<file path="config.mk">
export PLATFORM = sky130hd
export DESIGN_NAME = svpwm_duty_generator_top
export DESIGN_NICKNAME = d
export VERILOG_FILES = /design/src/sv/svpwm_pkg.sv /design/src/sv/svpwm_ctrl.sv /design/src/sv/svpwm_dpath.sv /design/src/sv/svpwm_duty_generator_top.sv
export SDC_FILE = /design/constraint.sdc
export NUM_CORES = 2
export LEC_CHECK = 0
export ABC_AREA = 1
export BUFFER_PORTS_ARGS = -buffer_cell sky130_fd_sc_hd__clkbuf_2
export CORE_MARGIN = 2
export CORE_UTILIZATION = 55
export DETAILED_ROUTE_END_ITERATION = 8
export GPL_TIMING_DRIVEN = 1
export PLACE_DENSITY = 0.76
export SLEW_MARGIN = 25
export SYNTH_ARGS = -nofsm -noshare
export SYNTH_HDL_FRONTEND = slang
export SYNTH_SLANG_ARGS = --single-unit
</file>
<file path="constraint.sdc">
create_clock -name clock -period 12.2 [get_ports clock]
set_input_delay 1.83 -clock clock [delete_from_list [all_inputs] [get_ports clock]]
set_output_delay 1.83 -clock clock [all_outputs]
set_load 0.02 [all_outputs]
</file>
<file path="src/sv/svpwm_pkg.sv">
// ----------------------------------------------------------------------------
// svpwm_pkg
// Shared types, command codes and fixed-point constants of the SVPWM duty
// generator.
// ----------------------------------------------------------------------------
package svpwm_pkg;

   // Datapath operation codes issued by the controller.
   localparam logic [3:0] OP_NOP     = 4'd0;
   localparam logic [3:0] OP_LOAD    = 4'd1;
   localparam logic [3:0] OP_INIT    = 4'd2;
   localparam logic [3:0] OP_ROT     = 4'd3;
   localparam logic [3:0] OP_HMUL    = 4'd4;
   localparam logic [3:0] OP_VOLT    = 4'd5;
   localparam logic [3:0] OP_VZERO   = 4'd6;
   localparam logic [3:0] OP_DUTY    = 4'd7;
   localparam logic [3:0] OP_CMUL    = 4'd8;
   localparam logic [3:0] OP_CDIV    = 4'd9;
   localparam logic [3:0] OP_CSTORE  = 4'd10;
   localparam logic [3:0] OP_PUBLISH = 4'd11;

   // Configuration register indexes.
   localparam logic CSR_MAGNITUDE = 1'b0;
   localparam logic CSR_PERIOD    = 1'b1;

   localparam logic [14:0] MAG_RESET    = 15'd29491;
   localparam logic [15:0] PERIOD_RESET = 16'd19;

   localparam int unsigned CORDIC_STEPS = 14;

   // CORDIC gain in Q1.15, sqrt(3)/2 in Q1.15, and ceil(2^30 / 100).
   localparam logic signed [24:0] GAIN_Q15       = 25'sd19898;
   localparam logic signed [24:0] HALF_SQRT3_Q15 = 25'sd28378;
   localparam logic signed [24:0] RECIP_100      = 25'sd10737419;
   localparam int unsigned        RECIP_SHIFT    = 30;

   // Command from the controller to the datapath.
   typedef struct packed {
      logic [3:0] op;
      logic [3:0] idx;
   } cmd_type;

   // Arctangent of 2^-i in 65536-per-turn units.
   function automatic logic [13:0] atan_lut(input logic [3:0] i);
      logic [13:0] r;
      case (i)
         4'd0:    r = 14'd8192;
         4'd1:    r = 14'd4836;
         4'd2:    r = 14'd2555;
         4'd3:    r = 14'd1297;
         4'd4:    r = 14'd651;
         4'd5:    r = 14'd326;
         4'd6:    r = 14'd163;
         4'd7:    r = 14'd81;
         4'd8:    r = 14'd41;
         4'd9:    r = 14'd20;
         4'd10:   r = 14'd10;
         4'd11:   r = 14'd5;
         4'd12:   r = 14'd3;
         4'd13:   r = 14'd1;
         default: r = 14'd0;
      endcase
      return r;
   endfunction

endpackage

</file>
<file path="src/sv/svpwm_ctrl.sv">
// ----------------------------------------------------------------------------
// svpwm_ctrl
// Sequencer of the duty generator: walks one word through load, CORDIC,
// phase voltages, duty and compare scaling, then hands it to the output.
// ----------------------------------------------------------------------------
module svpwm_ctrl
   import svpwm_pkg::*;
(
   input  logic    clock,
   input  logic    reset,
   input  logic    req_tvalid,
   output logic    req_tready,
   output logic    rsp_tvalid,
   input  logic    rsp_tready,
   output cmd_type cmd
);

   localparam logic [3:0] ST_IDLE   = 4'd0;
   localparam logic [3:0] ST_INIT   = 4'd1;
   localparam logic [3:0] ST_ROT    = 4'd2;
   localparam logic [3:0] ST_HMUL   = 4'd3;
   localparam logic [3:0] ST_VOLT   = 4'd4;
   localparam logic [3:0] ST_VZERO  = 4'd5;
   localparam logic [3:0] ST_DUTY   = 4'd6;
   localparam logic [3:0] ST_CMUL   = 4'd7;
   localparam logic [3:0] ST_CDIV   = 4'd8;
   localparam logic [3:0] ST_CSTORE = 4'd9;
   localparam logic [3:0] ST_DONE   = 4'd10;

   localparam logic [3:0] ROT_LAST   = 4'(CORDIC_STEPS - 1);
   localparam logic [3:0] PHASE_LAST = 4'd2;

   logic [3:0] state_ff, state_in;
   logic [3:0] cnt_ff, cnt_in;
   logic       rsp_valid_ff, rsp_valid_in;
   logic       accept;

   assign req_tready = (state_ff == ST_IDLE);
   assign rsp_tvalid = rsp_valid_ff;
   assign accept     = req_tvalid & req_tready;

   always_comb begin
      state_in = state_ff;
      cnt_in   = cnt_ff;
      cmd.op   = OP_NOP;
      cmd.idx  = cnt_ff;
      case (state_ff)
         ST_IDLE: begin
            if (accept) begin
               cmd.op   = OP_LOAD;
               state_in = ST_INIT;
            end
         end
         ST_INIT: begin
            cmd.op   = OP_INIT;
            cnt_in   = 4'd0;
            state_in = ST_ROT;
         end
         ST_ROT: begin
            cmd.op = OP_ROT;
            if (cnt_ff == ROT_LAST) begin
               cnt_in   = 4'd0;
               state_in = ST_HMUL;
            end else begin
               cnt_in = cnt_ff + 4'd1;
            end
         end
         ST_HMUL: begin
            cmd.op   = OP_HMUL;
            state_in = ST_VOLT;
         end
         ST_VOLT: begin
            cmd.op   = OP_VOLT;
            state_in = ST_VZERO;
         end
         ST_VZERO: begin
            cmd.op   = OP_VZERO;
            state_in = ST_DUTY;
         end
         ST_DUTY: begin
            cmd.op   = OP_DUTY;
            cnt_in   = 4'd0;
            state_in = ST_CMUL;
         end
         ST_CMUL: begin
            cmd.op   = OP_CMUL;
            state_in = ST_CDIV;
         end
         ST_CDIV: begin
            cmd.op   = OP_CDIV;
            state_in = ST_CSTORE;
         end
         ST_CSTORE: begin
            cmd.op = OP_CSTORE;
            if (cnt_ff == PHASE_LAST) begin
               cnt_in   = 4'd0;
               state_in = ST_DONE;
            end else begin
               cnt_in   = cnt_ff + 4'd1;
               state_in = ST_CMUL;
            end
         end
         ST_DONE: begin
            if (!rsp_valid_ff || rsp_tready) begin
               cmd.op   = OP_PUBLISH;
               state_in = ST_IDLE;
            end
         end
         default: begin
            state_in = ST_IDLE;
         end
      endcase
   end

   always_comb begin
      rsp_valid_in = rsp_valid_ff;
      if (cmd.op == OP_PUBLISH) begin
         rsp_valid_in = 1'b1;
      end else if (rsp_tready) begin
         rsp_valid_in = 1'b0;
      end
   end

   always_ff @(posedge clock) begin
      if (reset) begin
         state_ff     <= ST_IDLE;
         cnt_ff       <= 4'd0;
         rsp_valid_ff <= 1'b0;
      end else begin
         state_ff     <= state_in;
         cnt_ff       <= cnt_in;
         rsp_valid_ff <= rsp_valid_in;
      end
   end

   // An accepted word always starts the CORDIC setup next.
   a_accept_init: assert property (@(posedge clock) disable iff (reset)
      accept |=> (state_ff == ST_INIT))
      else $error("accepted word did not start processing");

   // The rotation counter never runs past the last CORDIC step.
   a_rot_range: assert property (@(posedge clock) disable iff (reset)
      (state_ff == ST_ROT) |-> (cnt_ff <= ROT_LAST))
      else $error("CORDIC step counter out of range");

   // A result is never published over one that is still waiting.
   a_no_overwrite: assert property (@(posedge clock) disable iff (reset)
      (cmd.op == OP_PUBLISH) |-> (!rsp_valid_ff || rsp_tready))
      else $error("pending result overwritten");

   // The output only becomes valid out of the hand-off state.
   a_valid_source: assert property (@(posedge clock) disable iff (reset)
      $rose(rsp_valid_ff) |-> $past(state_ff == ST_DONE))
      else $error("result valid raised outside hand-off");

endmodule

</file>
<file path="src/sv/svpwm_dpath.sv">
// ----------------------------------------------------------------------------
// svpwm_dpath
// Datapath of the duty generator: phase accumulator, configuration
// registers, shared multiplier, CORDIC rotator and output registers.
// ----------------------------------------------------------------------------
module svpwm_dpath
   import svpwm_pkg::*;
#(
   parameter int PHASE_BITS = 16
) (
   input  logic        clock,
   input  logic        reset,
   input  logic        csr_wr_en,
   input  logic        csr_index,
   input  logic [15:0] csr_wdata,
   input  logic [14:0] phase_step,
   input  cmd_type     cmd,
   output logic [15:0] phase,
   output logic [6:0]  duty_a,
   output logic [6:0]  duty_b,
   output logic [6:0]  duty_c,
   output logic [15:0] compare_a,
   output logic [15:0] compare_b,
   output logic [15:0] compare_c
);

   localparam int SUMW = (PHASE_BITS > 15) ? PHASE_BITS : 15;

   // Sign-magnitude-free Q.23 working widths.
   localparam int XW = 26;
   localparam int VW = 28;
   localparam int ZW = 18;

   logic [14:0]           mag_ff;
   logic [15:0]           period_ff;
   logic [PHASE_BITS-1:0] acc_ff, acc_in;
   logic [SUMW-1:0]       acc_sum;
   logic [15:0]           p16;

   logic signed [26:0]    mul_a;
   logic signed [24:0]    mul_b;
   logic signed [51:0]    mul_p;
   logic signed [51:0]    prod_ff, prod_in;

   logic signed [XW-1:0]  x_ff, x_in, y_ff, y_in, x_sh, y_sh, x0;
   logic signed [ZW-1:0]  z_ff, z_in, z_step;
   logic                  mid;

   logic signed [VW-1:0]  va_ff, vb_ff, vc_ff, va_in, vb_in, vc_in;
   logic signed [VW-1:0]  h, half, vmax, vmin, v0_ff, v0_in;
   logic signed [VW:0]    vsum;

   logic [6:0]            da_ff, db_ff, dc_ff, da_in, db_in, dc_in, dsel;
   logic [15:0]           ca_ff, cb_ff, cc_ff, ca_in, cb_in, cc_in, cval;

   logic [15:0]           o_phase_ff;
   logic [6:0]            o_da_ff, o_db_ff, o_dc_ff;
   logic [15:0]           o_ca_ff, o_cb_ff, o_cc_ff;

   // floor((v - v0 + 1.0) * 50) in Q.23, clamped to 0..100.
   function automatic logic [6:0] to_duty(input logic signed [VW-1:0] v,
                                          input logic signed [VW-1:0] z0);
      logic signed [29:0] t;
      logic signed [36:0] d;
      logic signed [36:0] q;
      logic [6:0]         r;
      t = 30'(v) - 30'(z0) + 30'sd8388608;
      d = (37'(t) <<< 5) + (37'(t) <<< 4) + (37'(t) <<< 1);
      q = d >>> 23;
      if (t < 0) begin
         r = 7'd0;
      end else if (q > 37'sd100) begin
         r = 7'd100;
      end else begin
         r = q[6:0];
      end
      return r;
   endfunction

   // Phase accumulator and the 16-bit angle taken from it.
   assign acc_sum = SUMW'(acc_ff) + SUMW'(phase_step);
   assign acc_in  = (cmd.op == OP_LOAD) ? acc_sum[PHASE_BITS-1:0] : acc_ff;

   generate
      if (PHASE_BITS >= 16) begin : g_top
         assign p16 = acc_ff[PHASE_BITS-1 -: 16];
      end else begin : g_shl
         assign p16 = {acc_ff, {(16-PHASE_BITS){1'b0}}};
      end
   endgenerate

   // Shared multiplier; its product is always registered.
   always_comb begin
      mul_a = '0;
      mul_b = '0;
      case (cmd.op)
         OP_LOAD: begin
            mul_a = $signed({12'd0, mag_ff});
            mul_b = GAIN_Q15;
         end
         OP_HMUL: begin
            mul_a = 27'(y_ff);
            mul_b = HALF_SQRT3_Q15;
         end
         OP_CMUL: begin
            mul_a = $signed({11'd0, period_ff});
            mul_b = $signed({18'd0, dsel});
         end
         OP_CDIV: begin
            mul_a = $signed({4'd0, prod_ff[22:0]});
            mul_b = RECIP_100;
         end
         default: begin
            mul_a = '0;
            mul_b = '0;
         end
      endcase
   end

   assign mul_p = mul_a * mul_b;
   assign prod_in = (cmd.op == OP_LOAD || cmd.op == OP_HMUL ||
                     cmd.op == OP_CMUL || cmd.op == OP_CDIV) ? mul_p : prod_ff;

   // CORDIC setup: angles in the left half plane rotate the negated vector.
   assign mid  = (p16[15] != p16[14]);
   assign x0   = $signed({3'd0, prod_ff[29:7]});
   assign x_sh = x_ff >>> cmd.idx;
   assign y_sh = y_ff >>> cmd.idx;
   assign z_step = $signed({4'd0, atan_lut(cmd.idx)});

   always_comb begin
      x_in = x_ff;
      y_in = y_ff;
      z_in = z_ff;
      case (cmd.op)
         OP_INIT: begin
            x_in = mid ? -x0 : x0;
            y_in = '0;
            z_in = ZW'($signed({p16[15] ^ mid, p16[14:0]}));
         end
         OP_ROT: begin
            if (z_ff >= 0) begin
               x_in = x_ff - y_sh;
               y_in = y_ff + x_sh;
               z_in = z_ff - z_step;
            end else begin
               x_in = x_ff + y_sh;
               y_in = y_ff - x_sh;
               z_in = z_ff + z_step;
            end
         end
         default: begin
            x_in = x_ff;
         end
      endcase
   end

   // Inverse Clarke and the min-max midpoint.
   assign h    = VW'(prod_ff >>> 15);
   assign half = VW'(x_ff >>> 1);

   always_comb begin
      vmax = va_ff;
      if (vb_ff > vmax) vmax = vb_ff;
      if (vc_ff > vmax) vmax = vc_ff;
      vmin = va_ff;
      if (vb_ff < vmin) vmin = vb_ff;
      if (vc_ff < vmin) vmin = vc_ff;
   end

   assign vsum  = (VW+1)'(vmax) + (VW+1)'(vmin);
   assign v0_in = (cmd.op == OP_VZERO) ? VW'(vsum >>> 1) : v0_ff;

   assign va_in = (cmd.op == OP_VOLT) ? VW'(x_ff)  : va_ff;
   assign vb_in = (cmd.op == OP_VOLT) ? -half + h  : vb_ff;
   assign vc_in = (cmd.op == OP_VOLT) ? -half - h  : vc_ff;

   assign da_in = (cmd.op == OP_DUTY) ? to_duty(va_ff, v0_ff) : da_ff;
   assign db_in = (cmd.op == OP_DUTY) ? to_duty(vb_ff, v0_ff) : db_ff;
   assign dc_in = (cmd.op == OP_DUTY) ? to_duty(vc_ff, v0_ff) : dc_ff;

   // Compare scaling runs one phase at a time, chosen by the command index.
   always_comb begin
      case (cmd.idx[1:0])
         2'd0:    dsel = da_ff;
         2'd1:    dsel = db_ff;
         default: dsel = dc_ff;
      endcase
   end

   assign cval  = prod_ff[RECIP_SHIFT+15:RECIP_SHIFT];
   assign ca_in = (cmd.op == OP_CSTORE && cmd.idx[1:0] == 2'd0) ? cval : ca_ff;
   assign cb_in = (cmd.op == OP_CSTORE && cmd.idx[1:0] == 2'd1) ? cval : cb_ff;
   assign cc_in = (cmd.op == OP_CSTORE && cmd.idx[1:0] == 2'd2) ? cval : cc_ff;

   always_ff @(posedge clock) begin
      if (reset) begin
         acc_ff    <= '0;
         mag_ff    <= MAG_RESET;
         period_ff <= PERIOD_RESET;
      end else begin
         acc_ff <= acc_in;
         if (csr_wr_en) begin
            case (csr_index)
               CSR_MAGNITUDE: mag_ff    <= csr_wdata[14:0];
               CSR_PERIOD:    period_ff <= csr_wdata;
               default:       mag_ff    <= mag_ff;
            endcase
         end
      end
   end

   always_ff @(posedge clock) begin
      prod_ff <= prod_in;
      x_ff    <= x_in;
      y_ff    <= y_in;
      z_ff    <= z_in;
      va_ff   <= va_in;
      vb_ff   <= vb_in;
      vc_ff   <= vc_in;
      v0_ff   <= v0_in;
      da_ff   <= da_in;
      db_ff   <= db_in;
      dc_ff   <= dc_in;
      ca_ff   <= ca_in;
      cb_ff   <= cb_in;
      cc_ff   <= cc_in;
      if (cmd.op == OP_PUBLISH) begin
         o_phase_ff <= p16;
         o_da_ff    <= da_ff;
         o_db_ff    <= db_ff;
         o_dc_ff    <= dc_ff;
         o_ca_ff    <= ca_ff;
         o_cb_ff    <= cb_ff;
         o_cc_ff    <= cc_ff;
      end
   end

   assign phase     = o_phase_ff;
   assign duty_a    = o_da_ff;
   assign duty_b    = o_db_ff;
   assign duty_c    = o_dc_ff;
   assign compare_a = o_ca_ff;
   assign compare_b = o_cb_ff;
   assign compare_c = o_cc_ff;

endmodule

</file>
<file path="src/sv/svpwm_duty_generator_top.sv">
// ----------------------------------------------------------------------------
// svpwm_duty_generator_top
// Space-vector PWM duty generator with min-max zero-sequence injection.
// ----------------------------------------------------------------------------
// Each word on the req_ channel is one PWM update event carrying a phase
// step. The step is added to a wrapping phase accumulator, the modulation
// vector is rotated to the new angle by a 14-step CORDIC, the inverse Clarke
// transform gives three phase voltages, and the midpoint of their maximum
// and minimum is removed. Each phase becomes a duty percentage (0 to 100)
// and a timer compare value, period times duty over 100.
// The csr_ port writes the magnitude (index 0) and the timer period
// (index 1); write it only while no update is in flight.
// An accepted word's result is published on rsp_ after its compare values are stored, and
// the next word is taken when the controller is back in idle. The length of
// one update is set by the 14 CORDIC steps and the single shared multiplier,
// which is used in turn for gain, sqrt(3)/2 and the three compare scalings.
// The result sits in an output register, so the next word is computed while
// it waits; if rsp_tready stays low, the following result is held inside and
// req_tready stays low until the output register frees up.
// Reset clears the phase accumulator, loads the default magnitude (0.9) and
// period (19), and empties the output register.
// ----------------------------------------------------------------------------
module svpwm_duty_generator_top
   import svpwm_pkg::*;
#(
   parameter int PHASE_BITS = 16
) (
   input  logic        clock,
   input  logic        reset,
   // Request channel.
   input  logic        req_tvalid,
   output logic        req_tready,
   input  logic [15:0] req_tdata,   // [14:0] phase_step, [15] zero
   // Result channel.
   output logic        rsp_tvalid,
   input  logic        rsp_tready,
   output logic [87:0] rsp_tdata,   // [15:0] phase, [22:16] duty_a,
                                    // [29:23] duty_b, [36:30] duty_c,
                                    // [52:37] compare_a, [68:53] compare_b,
                                    // [84:69] compare_c, [87:85] zero
   // Configuration write port.
   input  logic        csr_wr_en,
   input  logic        csr_index,
   input  logic [15:0] csr_wdata
);

   cmd_type     cmd;
   logic [15:0] phase;
   logic [6:0]  duty_a, duty_b, duty_c;
   logic [15:0] compare_a, compare_b, compare_c;

   // The controller sequences one word at a time and owns both handshakes.
   svpwm_ctrl u_ctrl (
      .clock      (clock),
      .reset      (reset),
      .req_tvalid (req_tvalid),
      .req_tready (req_tready),
      .rsp_tvalid (rsp_tvalid),
      .rsp_tready (rsp_tready),
      .cmd        (cmd)
   );

   // The datapath holds all arithmetic, the configuration registers and the
   // output register that parts the result channel from the computation.
   svpwm_dpath #(
      .PHASE_BITS (PHASE_BITS)
   ) u_dpath (
      .clock      (clock),
      .reset      (reset),
      .csr_wr_en  (csr_wr_en),
      .csr_index  (csr_index),
      .csr_wdata  (csr_wdata),
      .phase_step (req_tdata[14:0]),
      .cmd        (cmd),
      .phase      (phase),
      .duty_a     (duty_a),
      .duty_b     (duty_b),
      .duty_c     (duty_c),
      .compare_a  (compare_a),
      .compare_b  (compare_b),
      .compare_c  (compare_c)
   );

   assign rsp_tdata = {3'd0, compare_c, compare_b, compare_a,
                       duty_c, duty_b, duty_a, phase};

endmodule

</file>
==> run_summary.xml <==
<?xml version="1.0" encoding="UTF-8"?>
<metrics>
  <group name="run_status">
    <metric name="status" unit="">finished, violations left</metric>
    <metric name="failed_checks" unit="">design-rule violations</metric>
  </group>
  <group name="sta">
    <metric name="min_clock_period_post_route" unit="ps">10710</metric>
    <metric name="final_period_util" unit="%">87.8</metric>
    <metric name="hold_violations" unit="">0</metric>
    <metric name="setup_viol" unit="">0</metric>
    <metric name="slew-limit-headroom" unit="%">26.5</metric>
    <metric name="setup_tns" unit="ps">0</metric>
    <metric name="grt_setup_unrepaired" unit="">no</metric>
    <metric name="highest_achievable_clock_rate" unit="MHz">93.4</metric>
    <metric name="worst-slew-pin-transition" unit="ps">1100</metric>
    <metric name="drv_slew" unit="">0</metric>
    <metric name="clock-skew-final" unit="ps">35.1</metric>
  </group>
  <group name="clocking">
    <metric name="postCtsHoldBufs" unit="">0</metric>
    <metric name="clkTransAtPathRegs" unit="ps">60</metric>
    <metric name="later_pin_clock_latency_in_the_skew_report" unit="ps">630</metric>
    <metric name="tritoncts" unit="">done</metric>
    <metric name="cts_buffer_depth" unit="">3</metric>
    <metric name="cts_root_buffer" unit="">sky130_fd_sc_hd__clkbuf_16</metric>
    <metric name="cts_post_setup_buffers_inserted" unit="">0</metric>
    <metric name="count_of_cells_resized_by_post_cts_repair" unit="">0</metric>
    <metric name="cts_made_buffers" unit="">48</metric>
    <metric name="cts_sinks" unit="">449</metric>
    <metric name="cts_max_level" unit="">2</metric>
  </group>
  <group name="worst_setup_path">
    <metric name="critPathSlowestCell" unit="">sky130_fd_sc_hd__a21oi_1</metric>
    <metric name="data_arrival_critical_path" unit="ps">11060</metric>
    <metric name="crit_path_max_incr_delay" unit="ps">770</metric>
    <metric name="cp.required" unit="ps">12540</metric>
    <metric name="critical_path.max_fanout" unit="">22</metric>
    <metric name="kind_of_launch_point_of_the_worst_setup_path" unit="">input pin</metric>
    <metric name="timing_worst_setup_path_type" unit="">in -&gt; reg</metric>
    <metric name="critPathMostFrequentCell" unit="">sky130_fd_sc_hd__inv_1</metric>
    <metric name="cp-end-kind" unit="">flip-flop</metric>
  </group>
  <group name="drt">
    <metric name="routed_wl" unit="mm">160</metric>
    <metric name="detailedRoute.firstPassIterationCount" unit="">8</metric>
    <metric name="detail-route-antenna-nets" unit="">0</metric>
    <metric name="detailroute.via_count" unit="">47634</metric>
    <metric name="route.met3.wl" unit="mm">8.73</metric>
    <metric name="top_layer" unit="">met4</metric>
    <metric name="route.met2.wl" unit="mm">76.8</metric>
    <metric name="post-route-drc-count" unit="">2</metric>
    <metric name="wl_per_cell" unit="um">18.4</metric>
    <metric name="met1_length" unit="mm">64.5</metric>
    <metric name="drt_first_iter_violations" unit="">3318</metric>
    <metric name="route.detailed.vias_per_inst" unit="">5.49</metric>
  </group>
  <group name="global_routing">
    <metric name="grt.overflow.total" unit="">0</metric>
    <metric name="number_of_antenna_violations_at_the_first_check_in_global_routing" unit="">1</metric>
    <metric name="grt_max_degree" unit="">94</metric>
    <metric name="via_count_of_the_first_global_routing_pass" unit="">48791</metric>
    <metric name="grt_first_pass_wirelength" unit="mm">253</metric>
    <metric name="total_global_route_track_usage" unit="%">29.6</metric>
  </group>
  <group name="synthesis">
    <metric name="synth_top_cells_by_count" unit="">sky130_fd_sc_hd__inv_1 (1550), sky130_fd_sc_hd__nand2_1 (1232), sky130_fd_sc_hd__ha_1 (692), sky130_fd_sc_hd__fa_1 (590), sky130_fd_sc_hd__a21oi_1 (508)</metric>
    <metric name="ys_dominant_reg_cell" unit="">sky130_fd_sc_hd__edfxtp_1</metric>
    <metric name="synth.distinct_cells" unit="">78</metric>
    <metric name="synth-seq-cells" unit="">449</metric>
    <metric name="synth_top_area_share" unit="%">20.2</metric>
    <metric name="synthCells" unit="">7120</metric>
    <metric name="postSynth.asyncResetShare" unit="%">0</metric>
    <metric name="synth_most_common_cell" unit="">sky130_fd_sc_hd__inv_1</metric>
    <metric name="post_synthesis_instance_area" unit="mm^2">0.0585</metric>
    <metric name="ys_warn_count" unit="">0</metric>
    <metric name="synth_enable_flop_cells" unit="">379</metric>
    <metric name="post-synth-top-area-cell" unit="">sky130_fd_sc_hd__fa_1</metric>
    <metric name="synth_area_leaders" unit="">sky130_fd_sc_hd__fa_1 (20%), sky130_fd_sc_hd__edfxtp_1 (19%), sky130_fd_sc_hd__ha_1 (15%), sky130_fd_sc_hd__inv_1 (9.9%), sky130_fd_sc_hd__nand2_1 (7.9%)</metric>
    <metric name="synth_sequential_area_ratio" unit="%">21.8</metric>
    <metric name="syn_area_per_cell" unit="um^2">8.22</metric>
  </group>
  <group name="die">
    <metric name="floorplan.die.width" unit="um">330</metric>
    <metric name="num_rows" unit="">119</metric>
    <metric name="die_area" unit="mm^2">0.109</metric>
    <metric name="chip_height" unit="um">330</metric>
    <metric name="initial_utilization" unit="%">55.5</metric>
    <metric name="boundary_pins" unit="">128</metric>
    <metric name="area_of_the_core" unit="mm^2">0.105</metric>
  </group>
  <group name="finish">
    <metric name="areaGrowthSynthToFinish" unit="%">6.64</metric>
    <metric name="fin_nets" unit="">8564</metric>
    <metric name="fraction_of_layout_cells_with_a_size_suffix_above_1" unit="%">4.70</metric>
    <metric name="num_antenna_cells" unit="">0</metric>
  </group>
  <group name="run">
    <metric name="drv_cap" unit="">0</metric>
  </group>
  <group name="place">
    <metric name="final_replace_weighted_congestion" unit="">1.03</metric>
    <metric name="portBuffers" unit="">123</metric>
    <metric name="hpwl" unit="mm">134</metric>
  </group>
  <group name="min_path">
    <metric name="hold_class" unit="">reg -&gt; reg</metric>
  </group>
</metrics>
## registers in the layout, summed over array words and instances (netlist names), 16 cells and up
name,count
u_dpath.cc_ff,16
u_dpath.vc_ff,28
u_dpath.cb_ff,16
u_dpath.prod_ff,46
u_dpath.va_ff,26
u_dpath.vb_ff,27
u_dpath.acc_ff,16
u_dpath.compare_a,16
u_dpath.period_ff,16
u_dpath.compare_c,16
u_dpath.x_ff,26
u_dpath.z_ff,18
u_dpath.compare_b,16
u_dpath.phase,16
u_dpath.ca_ff,16
u_dpath.v0_ff,28
u_dpath.y_ff,26
## kinds of logic after synthesis
kind of cell             count (synthesis)  synth area share (%)
other                                    2                0.0128
adder cells (fa/ha/maj)               1282                  35.0
multiplexers                            16                 0.274
AND/OR/NAND/NOR                       2027                  14.2
flip-flops                             449                  21.8
buffers and inverters                 1703                  11.1
XOR/XNOR                               355                  5.32
AO/OA/AOI/OAI                         1286                  12.3
## cell usage in the layout (no fill, tap or decap), drive strengths merged, types with 6 or more instances in the layout
cell type,count
nand2,1238
clkbuf,174
a211oi,13
a31oi,25
a21boi,24
o22ai,8
nand4,44
ha,692
nand3b,10
xnor2,126
o221ai,11
nor3,73
mux2i,16
a2111oi,6
dfxtp,70
o21bai,28
o21a,23
xor2,229
o21ai,536
nand3,166
buf,32
edfxtp,379
a21o,15
nor2,457
a221oi,9
nor4,12
or2,12
inv,1571
a21oi,513
conb,52
o211ai,32
fa,590
o31ai,18
clkinv,30
## per-stage QoR
step	util, %	setup slack, ps	hold slack (ps)	instance area [um^2]	instances
after floorplan	-	1360	400	58700	7170
after global placement	57.7	1190	402	60800	8585
after detailed placement	57.7	1060	405	60800	8585
after CTS	59.2	1680	419	62400	8674
after global routing	59.2	977	423	62400	8674
final	59.2	1490	417	62400	8674
## layout make-up
type	instances	area, um^2
Fill cell	9408	43000
Multi-Input combinational cell	5018	39500
Sequential cell	449	12800
Inverter	1572	5900
Tap cell	1391	1740
Clock buffer	51	1230
Timing Repair Buffer	155	856
Clock inverter	38	385
## worst paths after layout
check / start / endpoint / slack (ps) / cells past startpoint
max: req_tvalid / u_dpath.prod_ff[45] / 1490 / 36
min: u_dpath.ca_ff[0] / u_dpath.compare_a[0] / 420 / 0
max reg2reg: u_ctrl.state_ff[2] / u_dpath.prod_ff[45] / 1860 / 38
min reg2reg: u_dpath.ca_ff[0] / u_dpath.compare_a[0] / 420 / 0
## metal layers
| metal | track usage [%] | vias up |
|---|---|---|
| met3 | 3.21 | 386 |
| met5 | 0 | - |
| met2 | 51.1 | 1442 |
| met4 | 15.8 | 0 |
| li1 | - | 22974 |
| met1 | 36.3 | 22832 |
## worst max-delay path: cells and delay by family
kind                     cells  cell delay, ps
buffers and inverters        9            1120
AND/OR/NAND/NOR              6            1140
AO/OA/AOI/OAI               13            3330
adder cells (fa/ha/maj)      8            3610
Power is not shown: default switching activity piles up to over one toggle a cycle in this logic, so the estimate is an artifact.
